## config.mk

```make
export PLATFORM = sky130hd
export DESIGN_NAME = sbda_ctrl
export DESIGN_NICKNAME = d
export VERILOG_FILES = /design/src/rtl/sbda_pkg.sv /design/src/rtl/sbda_ctrl.sv
export SDC_FILE = /design/constraint.sdc
export NUM_CORES = 1
export LEC_CHECK = 0
export ABC_AREA = 1
export BUFFER_PORTS_ARGS = -buffer_cell sky130_fd_sc_hd__buf_2
export CAP_MARGIN = 10
export CORE_AREA = 2 2 39 41
export DETAILED_ROUTE_END_ITERATION = 12
export DIE_AREA = 0 0 41 43
export MAX_ROUTING_LAYER = met4
export PLACE_DENSITY_LB_ADDON = 0.2
export SLEW_MARGIN = 10
export SYNTH_ARGS = -nofsm -noshare
export SYNTH_HDL_FRONTEND = slang
export SYNTH_SLANG_ARGS = --single-unit
```

## constraint.sdc

```tcl
create_clock -name clk -period 1.3 [get_ports clk]
set_clock_uncertainty 0.1 [all_clocks]
set_input_delay 0.26 -clock clk [delete_from_list [all_inputs] [get_ports clk]]
set_output_delay 0.26 -clock clk [all_outputs]
set_load 0.1 [all_outputs]
```

## src/rtl/sbda_pkg.sv

```systemverilog
// ----------------------------------------------------------------------------
// sbda_pkg: shared types and constants
// Character codes, reciprocal constant for the divide by ten, and the
// command and status bundles between controller and datapath.
// ----------------------------------------------------------------------------
package sbda_pkg;

	localparam int VALUE_W   = 32;
	localparam int CHAR_W    = 6;
	localparam int DIGIT_W   = 4;
	localparam int MAX_DIGITS = 10;
	localparam int CNT_W     = $clog2(MAX_DIGITS + 1);

	// floor(x / 10) == (x * RECIP_TEN) >> RECIP_SHIFT for every 32-bit x
	localparam logic [VALUE_W-1:0] RECIP_TEN   = 32'hCCCC_CCCD;
	localparam int                 RECIP_SHIFT = 35;
	localparam int                 QUOT_W      = 2 * VALUE_W - RECIP_SHIFT;

	typedef logic [VALUE_W-1:0] value_t;
	typedef logic [CHAR_W-1:0]  char_t;
	typedef logic [DIGIT_W-1:0] digit_t;
	typedef logic [CNT_W-1:0]   cnt_t;

	localparam char_t CHAR_MINUS = 6'd45;
	localparam char_t CHAR_ZERO  = 6'd48;
	localparam char_t CHAR_NINE  = 6'd57;

	typedef struct packed {
		logic load;        // capture a new value
		logic step;        // peel off one digit
		logic emit_sign;   // write '-' to the output register
		logic emit_digit;  // write the leading stored digit
	} sbda_cmd_t;

	typedef struct packed {
		logic mag_last;    // remaining magnitude is below ten
		logic neg;         // current value is negative
		logic out_free;    // output register can take a character
		logic one_left;    // one stored digit remains
	} sbda_status_t;

endpackage

```

## src/rtl/sbda_ctrl.sv

```systemverilog
// ----------------------------------------------------------------------------
// sbda_ctrl: sequencing state machine
// Accepts a value, runs the digit steps, then emits the sign, if negative, and the digits.
// ----------------------------------------------------------------------------
module sbda_ctrl import sbda_pkg::*; (
	input  logic         clk,
	input  logic         arst_n,
	input  logic         in_valid,
	output logic         in_ready,
	input  sbda_status_t status,
	output sbda_cmd_t    cmd
);

	typedef enum logic [1:0] {
		ST_IDLE,
		ST_CONV,
		ST_SIGN,
		ST_DIGS
	} state_t;

	state_t state_q;
	logic   in_ready_q;

	always_comb begin
		cmd            = '0;
		cmd.load       = in_ready_q && in_valid;
		cmd.step       = (state_q == ST_CONV);
		cmd.emit_sign  = (state_q == ST_SIGN) && status.out_free;
		cmd.emit_digit = (state_q == ST_DIGS) && status.out_free;
	end

	always_ff @(posedge clk or negedge arst_n) begin
		if (!arst_n) begin
			state_q    <= ST_IDLE;
			in_ready_q <= 1'b0;
		end else begin
			unique case (state_q)
				ST_IDLE: begin
					in_ready_q <= 1'b1;
					if (in_ready_q && in_valid) begin
						state_q    <= ST_CONV;
						in_ready_q <= 1'b0;
					end
				end
				ST_CONV: begin
					if (status.mag_last) state_q <= status.neg ? ST_SIGN : ST_DIGS;
				end
				ST_SIGN: begin
					if (status.out_free) state_q <= ST_DIGS;
				end
				ST_DIGS: begin
					if (status.out_free && status.one_left) begin
						state_q    <= ST_IDLE;
						in_ready_q <= 1'b1;
					end
				end
				default: state_q <= ST_IDLE;
			endcase
		end
	end

	assign in_ready = in_ready_q;

endmodule

```

==> flow_summary.json, run 1 <==
{
  "status": "finished with violations",
  "failed_checks": "setup timing",
  "synthDistinctLibCells": 11,
  "synthTopCellsByArea": "dfrtp_1 (26%), nand2_1 (18%), ha_1 (17%), nand2_4 (12%), inv_1 (10%)",
  "clk_pin_slew_worst_paths_ns": 0.04,
  "drt_iter0_drc": 3,
  "synth-seq-cells": 3,
  "final_util_pct": 48.5,
  "io_pins": 12,
  "synth_edf_count": 0,
  "setup_violations": 8,
  "cts_max_level": 1,
  "fin_area_um2": 671,
  "netlist_area_um2": 292,
  "wirelength_um": 780,
  "dieArea_um2": 1760,
  "dp_hpwl_um": 493,
  "cts-root-buf": "clkbuf_4",
  "cts_buffers": 3,
  "rows": 14,
  "coreArea_um2": 1380,
  "cpPeakStageDelay_ns": 0.43,
  "via_per_inst": 4.03,
  "rsz0062_at_grt": "yes",
  "dp_slack_ns": -0.0534,
  "ys_seq_area_share_pct": 25.8,
  "vias": 322,
  "diodes": 0,
  "die_w_um": 41,
  "path_delay_family": "flip-flops",
  "cts_max_path_buffers": 2,
  "crit_path_cell_trace": "inv_2 > ha_4 > nand2_4 > clkinvlp_4 > buf_12",
  "maxCapViolCount": 0,
  "hp-class": "in -> async",
  "crit_required_ns": 0.94,
  "crit_type": "reg -> out",
  "worst-path-buf-inv": 3,
  "layout.nets": 76,
  "cp.arrival_ns": 1.21,
  "cp_slowest_cell": "dfrtp_2",
  "start_util_pct": 21.1,
  "drtPass1Iterations": 2,
  "synth_top_area_share_pct": 25.8,
  "async_flop_share_pct": 100,
  "end_kind": "primary output",
  "antenna_found_initial": 0,
  "grt_usage_pct": 12.9,
  "clkLatencyLatePin_ns": 0.24,
  "fmax_mhz": 636,
  "cts.sinks": 3,
  "synth_common_cells": "nand2_1 (14), inv_1 (8), ha_1 (4)",
  "syn_area_per_cell_um2": 7.48,
  "synth_most_common_cell": "nand2_1",
  "yosysWarnings": 0,
  "fin_ws_ns": -0.272,
  "grt_pass1_wl_mm": 1.37,
  "maxSlewHeadroom_pct": 89.9,
  "fin_crit_ns": 1.57,
  "fillers": 138,
  "cts_tree": "built",
  "wire_per_inst_um": 9.75,
  "fin_crit_sh_pct": 121,
  "slew_violations": 0,
  "antenna_left": 0,
  "hold_viol": 0,
  "crit_fanout": 3,
  "port_buffers": 11,
  "ys.flop_type": "dfrtp_1",
  "gp_congestion": 0.699,
  "grt_max_degree": 5,
  "place_area_um2": 507,
  "drc_errors": 0,
  "synth_area_leader_cell": "dfrtp_1",
  "die_h_um": 43,
  "overflow": 0,
  "fin_tns_setup_ns": -1.03,
  "synth_fp_nets": 50,
  "grt_pass1_vias": 334,
  "start_kind": "register",
  "layout-drive-gt1-share_pct": 71.9,
  "area_growth_pct": 130,
  "tightest_slew_ns": 0.152,
  "syn-instance-count": 39
}
## cell type report
cell class                 instances  area, µm²  share of cell area, %
sequential                         3       81.3                   12.1
inverter                           8       41.3                   6.16
multi-input combinational         28        275                   41.0
tap                               16       20.0                   2.99
timing repair buffer              21        226                   33.8
clock buffer                       4       26.3                   3.92
## final timing paths
path / cells after the start / start / slack [ns] / to
setup / recovery: 5 / state_q[0] / -0.27 / cmd[1]
max in group asynchronous: 2 / arst_n / 0.73 / in_ready
setup reg to reg: 7 / state_q[0] / -0.07 / state_q[0]
hold reg to reg: 3 / in_ready / 0.57 / in_ready
hold / removal: 2 / arst_n / 0.24 / state_q[1]
min in group clk: 5 / status[2] / 0.26 / state_q[0]
## flip-flops by register name (all words and copies together), names as in the netlist
signal / flops
in_ready: 1
state_q: 2
## layout by cell type, fill, tap and decap left out
cell type | Yosys | routed
nand2_4 | 3 | 8
clkinvlp_4 | 0 | 3
a21oi_1 | 1 | 1
dfrtp_2 | 0 | 2
ha_4 | 0 | 4
dfrtp_4 | 0 | 1
buf_2 | 0 | 6
o21ai_2 | 0 | 1
buf_6 | 0 | 5
buf_4 | 0 | 4
dlygate4sd3_1 | 0 | 1
nand2_1 | 14 | 10
o21bai_1 | 2 | 2
nor2_4 | 1 | 1
clkbuf_4 | 0 | 3
nand3b_1 | 1 | 1
inv_2 | 0 | 3
clkbuf_1 | 0 | 1
inv_1 | 8 | 2
buf_12 | 0 | 5
## through the flow
step | hold slack (ns) | std cells
after floorplan | -0.136 | 39
after global placement | -0.0403 | 67
after detailed placement | -0.0394 | 67
after CTS | 0.242 | 77
after global routing | 0.262 | 80
final | 0.244 | 80
## repair_timing
| item | in CTS | in global routing |
|---|---|---|
| setup endpoints to repair | 7 | 8 |
| resized for setup | 10 | 6 |
| hold buffers | 1 | 0 |
| pin swaps | 4 | 5 |
| endpoints found under the hold margin | 3 | 0 |
| buffers inserted | 5 | 3 |
## routing by layer
metal,up-vias,part of all wire (%),GRT usage (%)
li1,167,-,-
met1,143,34,12.6
met2,9,59,18.4
met3,3,3.8,4.71
met4,0,2.9,12.0
met5,-,0,-
## logic make-up (layout without fill, tap and decap cells)
family | after synthesis | after routing | share of synthesized area [%]
flops | 3 | 3 | 25.8
simple gates | 20 | 20 | 38.2
buf+inv | 8 | 33 | 10.3
compound gates | 4 | 4 | 8.58
fa+ha+maj | 4 | 4 | 17.2
Power of run 1 is left out: the tool's default activity adds up to more than one toggle a clock period on the data nets, which glitch-free logic cannot reach.
==> inputs of run 2 (changes only) <==
==> constraint.sdc (replaced) <==
create_clock -name clk -period 1.4 [get_ports clk]
set_clock_uncertainty 0.1 [all_clocks]
set_input_delay 0.28 -clock clk [delete_from_list [all_inputs] [get_ports clk]]
set_output_delay 0.28 -clock clk [all_outputs]
set_load 0.1 [all_outputs]
==> run 2 against run 1 <==
Against the previous run: the flow still finishes with violations (setup timing); clock-buffer cell count stayed put; design area fell by 3.0%; non-clock buffer count down 1; die area unchanged; setup slack improved by 0.095 ns; global-route usage shrank 0.94 points; sequential share of layout area up 0.37 points; first-iteration DRC count down 33%; largest cell class unchanged; highest routed layer unchanged.
==> flow_summary.json, run 2 (synthesis results as in run 1) <==
{
  "end_kind": "primary output",
  "fin_crit_sh_pct": 113,
  "dieArea_um2": 1760,
  "final_cell_mix": "nand2_1 (10), nand2_4 (7), buf_2 (6)",
  "wirelength_um": 698,
  "area_growth_pct": 123,
  "regMostFlops": "state_q",
  "antenna_found_initial": 0,
  "dp_cells": 67,
  "fmax_mhz": 634,
  "drc_errors": 0,
  "grt_pass1_vias": 323,
  "antenna_left": 0,
  "diodes": 0,
  "vias": 310,
  "rsz0062_at_grt": "yes",
  "cts-root-buf": "clkbuf_4",
  "crit_required_ns": 1.02,
  "layout.nets": 75,
  "failed_checks": "setup timing",
  "grt-busiest-layer": "met2",
  "final_cells": 79,
  "wire_per_inst_um": 8.84,
  "cts_max_level": 1,
  "crit_path_cell_trace": "inv_2 > ha_4 > nand2_4 > clkinvlp_4 > buf_12",
  "dp_hpwl_um": 494,
  "cpPeakStageDelay_ns": 0.43,
  "maxSlewHeadroom_pct": 89.9,
  "die_w_um": 41,
  "cts_max_path_buffers": 2,
  "cp_slowest_cell": "dfrtp_2",
  "cts_tree": "built",
  "start_util_pct": 21.1,
  "tightest_slew_ns": 0.151,
  "hp-class": "in -> async",
  "cp.arrival_ns": 1.20,
  "fin_crit_ns": 1.58,
  "crit_type": "reg -> out",
  "r2r_start": "state_q[0]",
  "slew_violations": 0,
  "final_util_pct": 47.0,
  "overflow": 0,
  "gr-usage-met1_pct": 12.5,
  "grt_pass1_wl_mm": 1.34,
  "drt_iter0_drc": 2,
  "use_met2_pct": 16.6,
  "layout-drive-gt1-share_pct": 68.3,
  "path_delay_family": "flip-flops",
  "fin_ws_ns": -0.176,
  "largest_register_ffs": 2,
  "die_h_um": 43,
  "worst-path-buf-inv": 3,
  "clk_pin_slew_worst_paths_ns": 0.04,
  "maxCapViolCount": 0,
  "r2r_slack_ns": 0.02,
  "gp_congestion": 0.698,
  "clkLatencyLatePin_ns": 0.24,
  "drtPass1Iterations": 2,
  "met3_usage_pct": 6.28,
  "grt_usage_pct": 11.9,
  "port_buffers": 11,
  "hold_viol": 0,
  "cts.sinks": 3,
  "dp_slack_ns": 0.0143,
  "via_per_inst": 3.92,
  "status": "finished with violations",
  "grt_max_degree": 5,
  "rows": 14,
  "coreArea_um2": 1380,
  "setup_violations": 4,
  "cts_buffers": 3,
  "final_common_cell": "nand2_1",
  "critical_path.startpoint": "state_q[0]",
  "start_kind": "register",
  "io_pins": 12,
  "crit_fanout": 3
}
## run 2: layout make-up
| class | instances | area (µm²) |
|---|---|---|
| Fill cell | 135 | 733 |
| Tap cell | 16 | 20.0 |
| Inverter | 8 | 41.3 |
| Sequential cell | 3 | 81.3 |
| Timing Repair Buffer | 20 | 215 |
| Multi-Input combinational cell | 28 | 267 |
| Clock buffer | 4 | 26.3 |
## run 2: final timing paths
kind | depth (start not counted) | end
max | 5 | cmd[1]
min in group clk | 5 | state_q[0]
max in group asynchronous | 2 | in_ready
min reg2reg | 3 | in_ready
min | 2 | state_q[1]
max reg2reg | 7 | state_q[0]
## run 2: repair_timing
item / CTS / global route
pin swaps: 6 / 10
gates cloned: 0 / 0
setup buffers: 5 / 3
setup endpoints to repair: 4 / 8
endpoints found under the hold margin: 3 / 0
resized for setup: 9 / 3
hold buffers: 1 / 0
## run 2: worst register-to-register path: stages (launching register included)
cell	delay, ns
dfrtp_2	0.43
buf_6	0.14
ha_4	0.16
buf_6	0.12
nand2_4	0.05
nand2_4	0.06
o21bai_1	0.14
nand2_1	0.07
## run 2: routing by layer
metal | share of wire (%) | vias up
met3 | 4.3 | 2
met5 | 0 | -
met1 | 42 | 138
met2 | 51 | 8
met4 | 2.0 | 0
li1 | - | 162
## run 2: per-stage QoR
stage / setup TNS (ns) / cell area, µm² / hold WS (ns)
2_1_floorplan: -0.336 / 349 / -0.116
3_3_place_gp: 0 / 507 / -0.0198
3_5_place_dp: 0 / 507 / -0.0225
4_1_cts: -0.532 / 623 / 0.259
5_1_grt: -0.795 / 651 / 0.271
6_report: -0.500 / 651 / 0.261
Power of run 2 is left out for the same reason.
==> inputs of run 3 (changes only) <==
--- a/config.mk
+++ b/config.mk
@@ -8,6 +8,8 @@
 export ABC_AREA = 1
 export BUFFER_PORTS_ARGS = -buffer_cell sky130_fd_sc_hd__buf_2
 export CAP_MARGIN = 10
+export CELL_PAD_IN_SITES_DETAIL_PLACEMENT = 1
+export CELL_PAD_IN_SITES_GLOBAL_PLACEMENT = 1
 export CORE_AREA = 2 2 39 41
 export DETAILED_ROUTE_END_ITERATION = 12
 export DIE_AREA = 0 0 41 43
==> run 3 against run 2 <==
Against the previous run: largest cell class unchanged; via count decreased by 0.97%; the run still ends with setup timing left; final cell count shrank 2.5%; global-route usage fell by 1.8 points.
==> flow_summary.json, run 3 (synthesis results as in run 1) <==
{
  "status": "finished with violations",
  "failed_checks": "setup timing",
  "end_kind": "primary output",
  "setup_violations": 4,
  "rr_worst_depth": 6,
  "vias": 307,
  "fin_crit_sh_pct": 112,
  "hp-class": "in -> async",
  "met2WireLength_um": 408,
  "tightest_slew_ns": 0.144,
  "crit_type": "reg -> out",
  "cts_max_level": 1,
  "slew_violations": 0,
  "clk_pin_slew_worst_paths_ns": 0.04,
  "coreArea_um2": 1380,
  "io_pins": 12,
  "gp_congestion": 0.671,
  "rows": 14,
  "wire_per_inst_um": 9.44,
  "fin_crit_ns": 1.57,
  "wl_met3_um": 28,
  "start_kind": "register",
  "diodes": 0,
  "antenna_left": 0,
  "cp.arrival_ns": 1.19,
  "cts_tree": "built",
  "drc_errors": 0,
  "maxSlewHeadroom_pct": 90.4,
  "fmax_mhz": 637,
  "r2r-end": "state_q[1]",
  "r2r_start": "state_q[0]",
  "r2r_slack_ns": 0.07,
  "drt_iter0_drc": 2,
  "wl_met1_um": 289,
  "wirelength_um": 727,
  "grt_usage_pct": 10.1,
  "cts_max_path_buffers": 2,
  "area_growth_pct": 112,
  "layout.nets": 73,
  "regMostFlops": "state_q",
  "antenna_found_initial": 0,
  "crit_required_ns": 1.02,
  "dp_hpwl_um": 532,
  "drtPass1Iterations": 2,
  "die_h_um": 43,
  "largest_register_ffs": 2,
  "port_buffers": 11,
  "dp_slack_ns": 0.0313,
  "layout-drive-gt1-share_pct": 67.2,
  "final_cell_mix": "nand2_1 (10), nand2_4 (6), buf_2 (6)",
  "fin_ws_ns": -0.169,
  "cts.sinks": 3,
  "cts-root-buf": "clkbuf_4",
  "crit_fanout": 3,
  "routed.top_layer": "met3",
  "die_w_um": 41,
  "clkLatencyLatePin_ns": 0.23,
  "overflow": 0,
  "rsz0062_at_grt": "yes",
  "maxCapViolCount": 0,
  "via_per_inst": 3.99,
  "hold_viol": 0,
  "grt_max_degree": 5,
  "dieArea_um2": 1760,
  "grt_pass1_wl_mm": 1.12,
  "start_util_pct": 21.1,
  "grt_pass1_vias": 301,
  "cts_buffers": 3,
  "final_common_cell": "nand2_1"
}
==> run 3: changes by cell type in the layout (fill, tap and decap cells not counted) <==
cell / previous run / this run
buf_6: 4 / 1
buf_4: 4 / 5
nand2_2: 1 / 2
nand2_4: 7 / 6
==> run 3: critical path, stage by stage (launching register included) <==
cell and delay (ns):
dfrtp_2 0.43, inv_2 0.09, ha_4 0.15, nand2_4 0.05, clkinvlp_4 0.07, buf_12 0.16
==> run 3: worst max-delay path by stage <==
stage	start	endpoint	slack (ns)
after floorplan	in_ready	cmd[3]	-0.13
after global placement	state_q[1]	cmd[0]	0.05
after detailed placement	state_q[1]	cmd[0]	0.03
after CTS	state_q[0]	cmd[1]	-0.19
after global routing	state_q[0]	cmd[1]	-0.22
final	state_q[0]	cmd[1]	-0.17
==> run 3: cell type report <==
cell class | count | area, µm²
Fill cell | 164 | 764
Multi-Input combinational cell | 28 | 262
Timing Repair Buffer | 18 | 189
Sequential cell | 3 | 81.3
Inverter | 8 | 41.3
Clock buffer | 4 | 26.3
Tap cell | 16 | 20.0
==> run 3: metrics by stage <==
| step | cell area [µm²] | hold WS, ns | setup TNS [ns] | cells | util [%] |
|---|---|---|---|---|---|
| 4_1_cts | 597 | 0.266 | -0.571 | 76 | 43.1 |
| 3_3_place_gp | 507 | -0.0202 | 0 | 67 | 36.6 |
| 6_report | 619 | 0.272 | -0.503 | 77 | 44.8 |
| 3_5_place_dp | 507 | -0.0196 | 0 | 67 | 36.6 |
| 2_1_floorplan | 349 | -0.116 | -0.336 | 39 | - |
| 5_1_grt | 619 | 0.282 | -0.697 | 77 | 44.8 |
==> run 3: timing repair <==
action,in CTS,in global routing
hold buffers,1,0
setup buffers,4,2
pin swaps,3,6
setup endpoints to repair,4,8
hold endpoints to repair,3,0
gates resized for setup,6,2
==> run 3: layer usage <==
| metal | up-vias | GRT usage, % |
|---|---|---|
| li1 | 160 | - |
| met1 | 139 | 12.0 |
| met2 | 8 | 13.4 |
| met3 | 0 | 1.57 |
| met4 | 0 | 10.0 |
| met5 | - | - |
Power of run 3 is left out for the same reason.
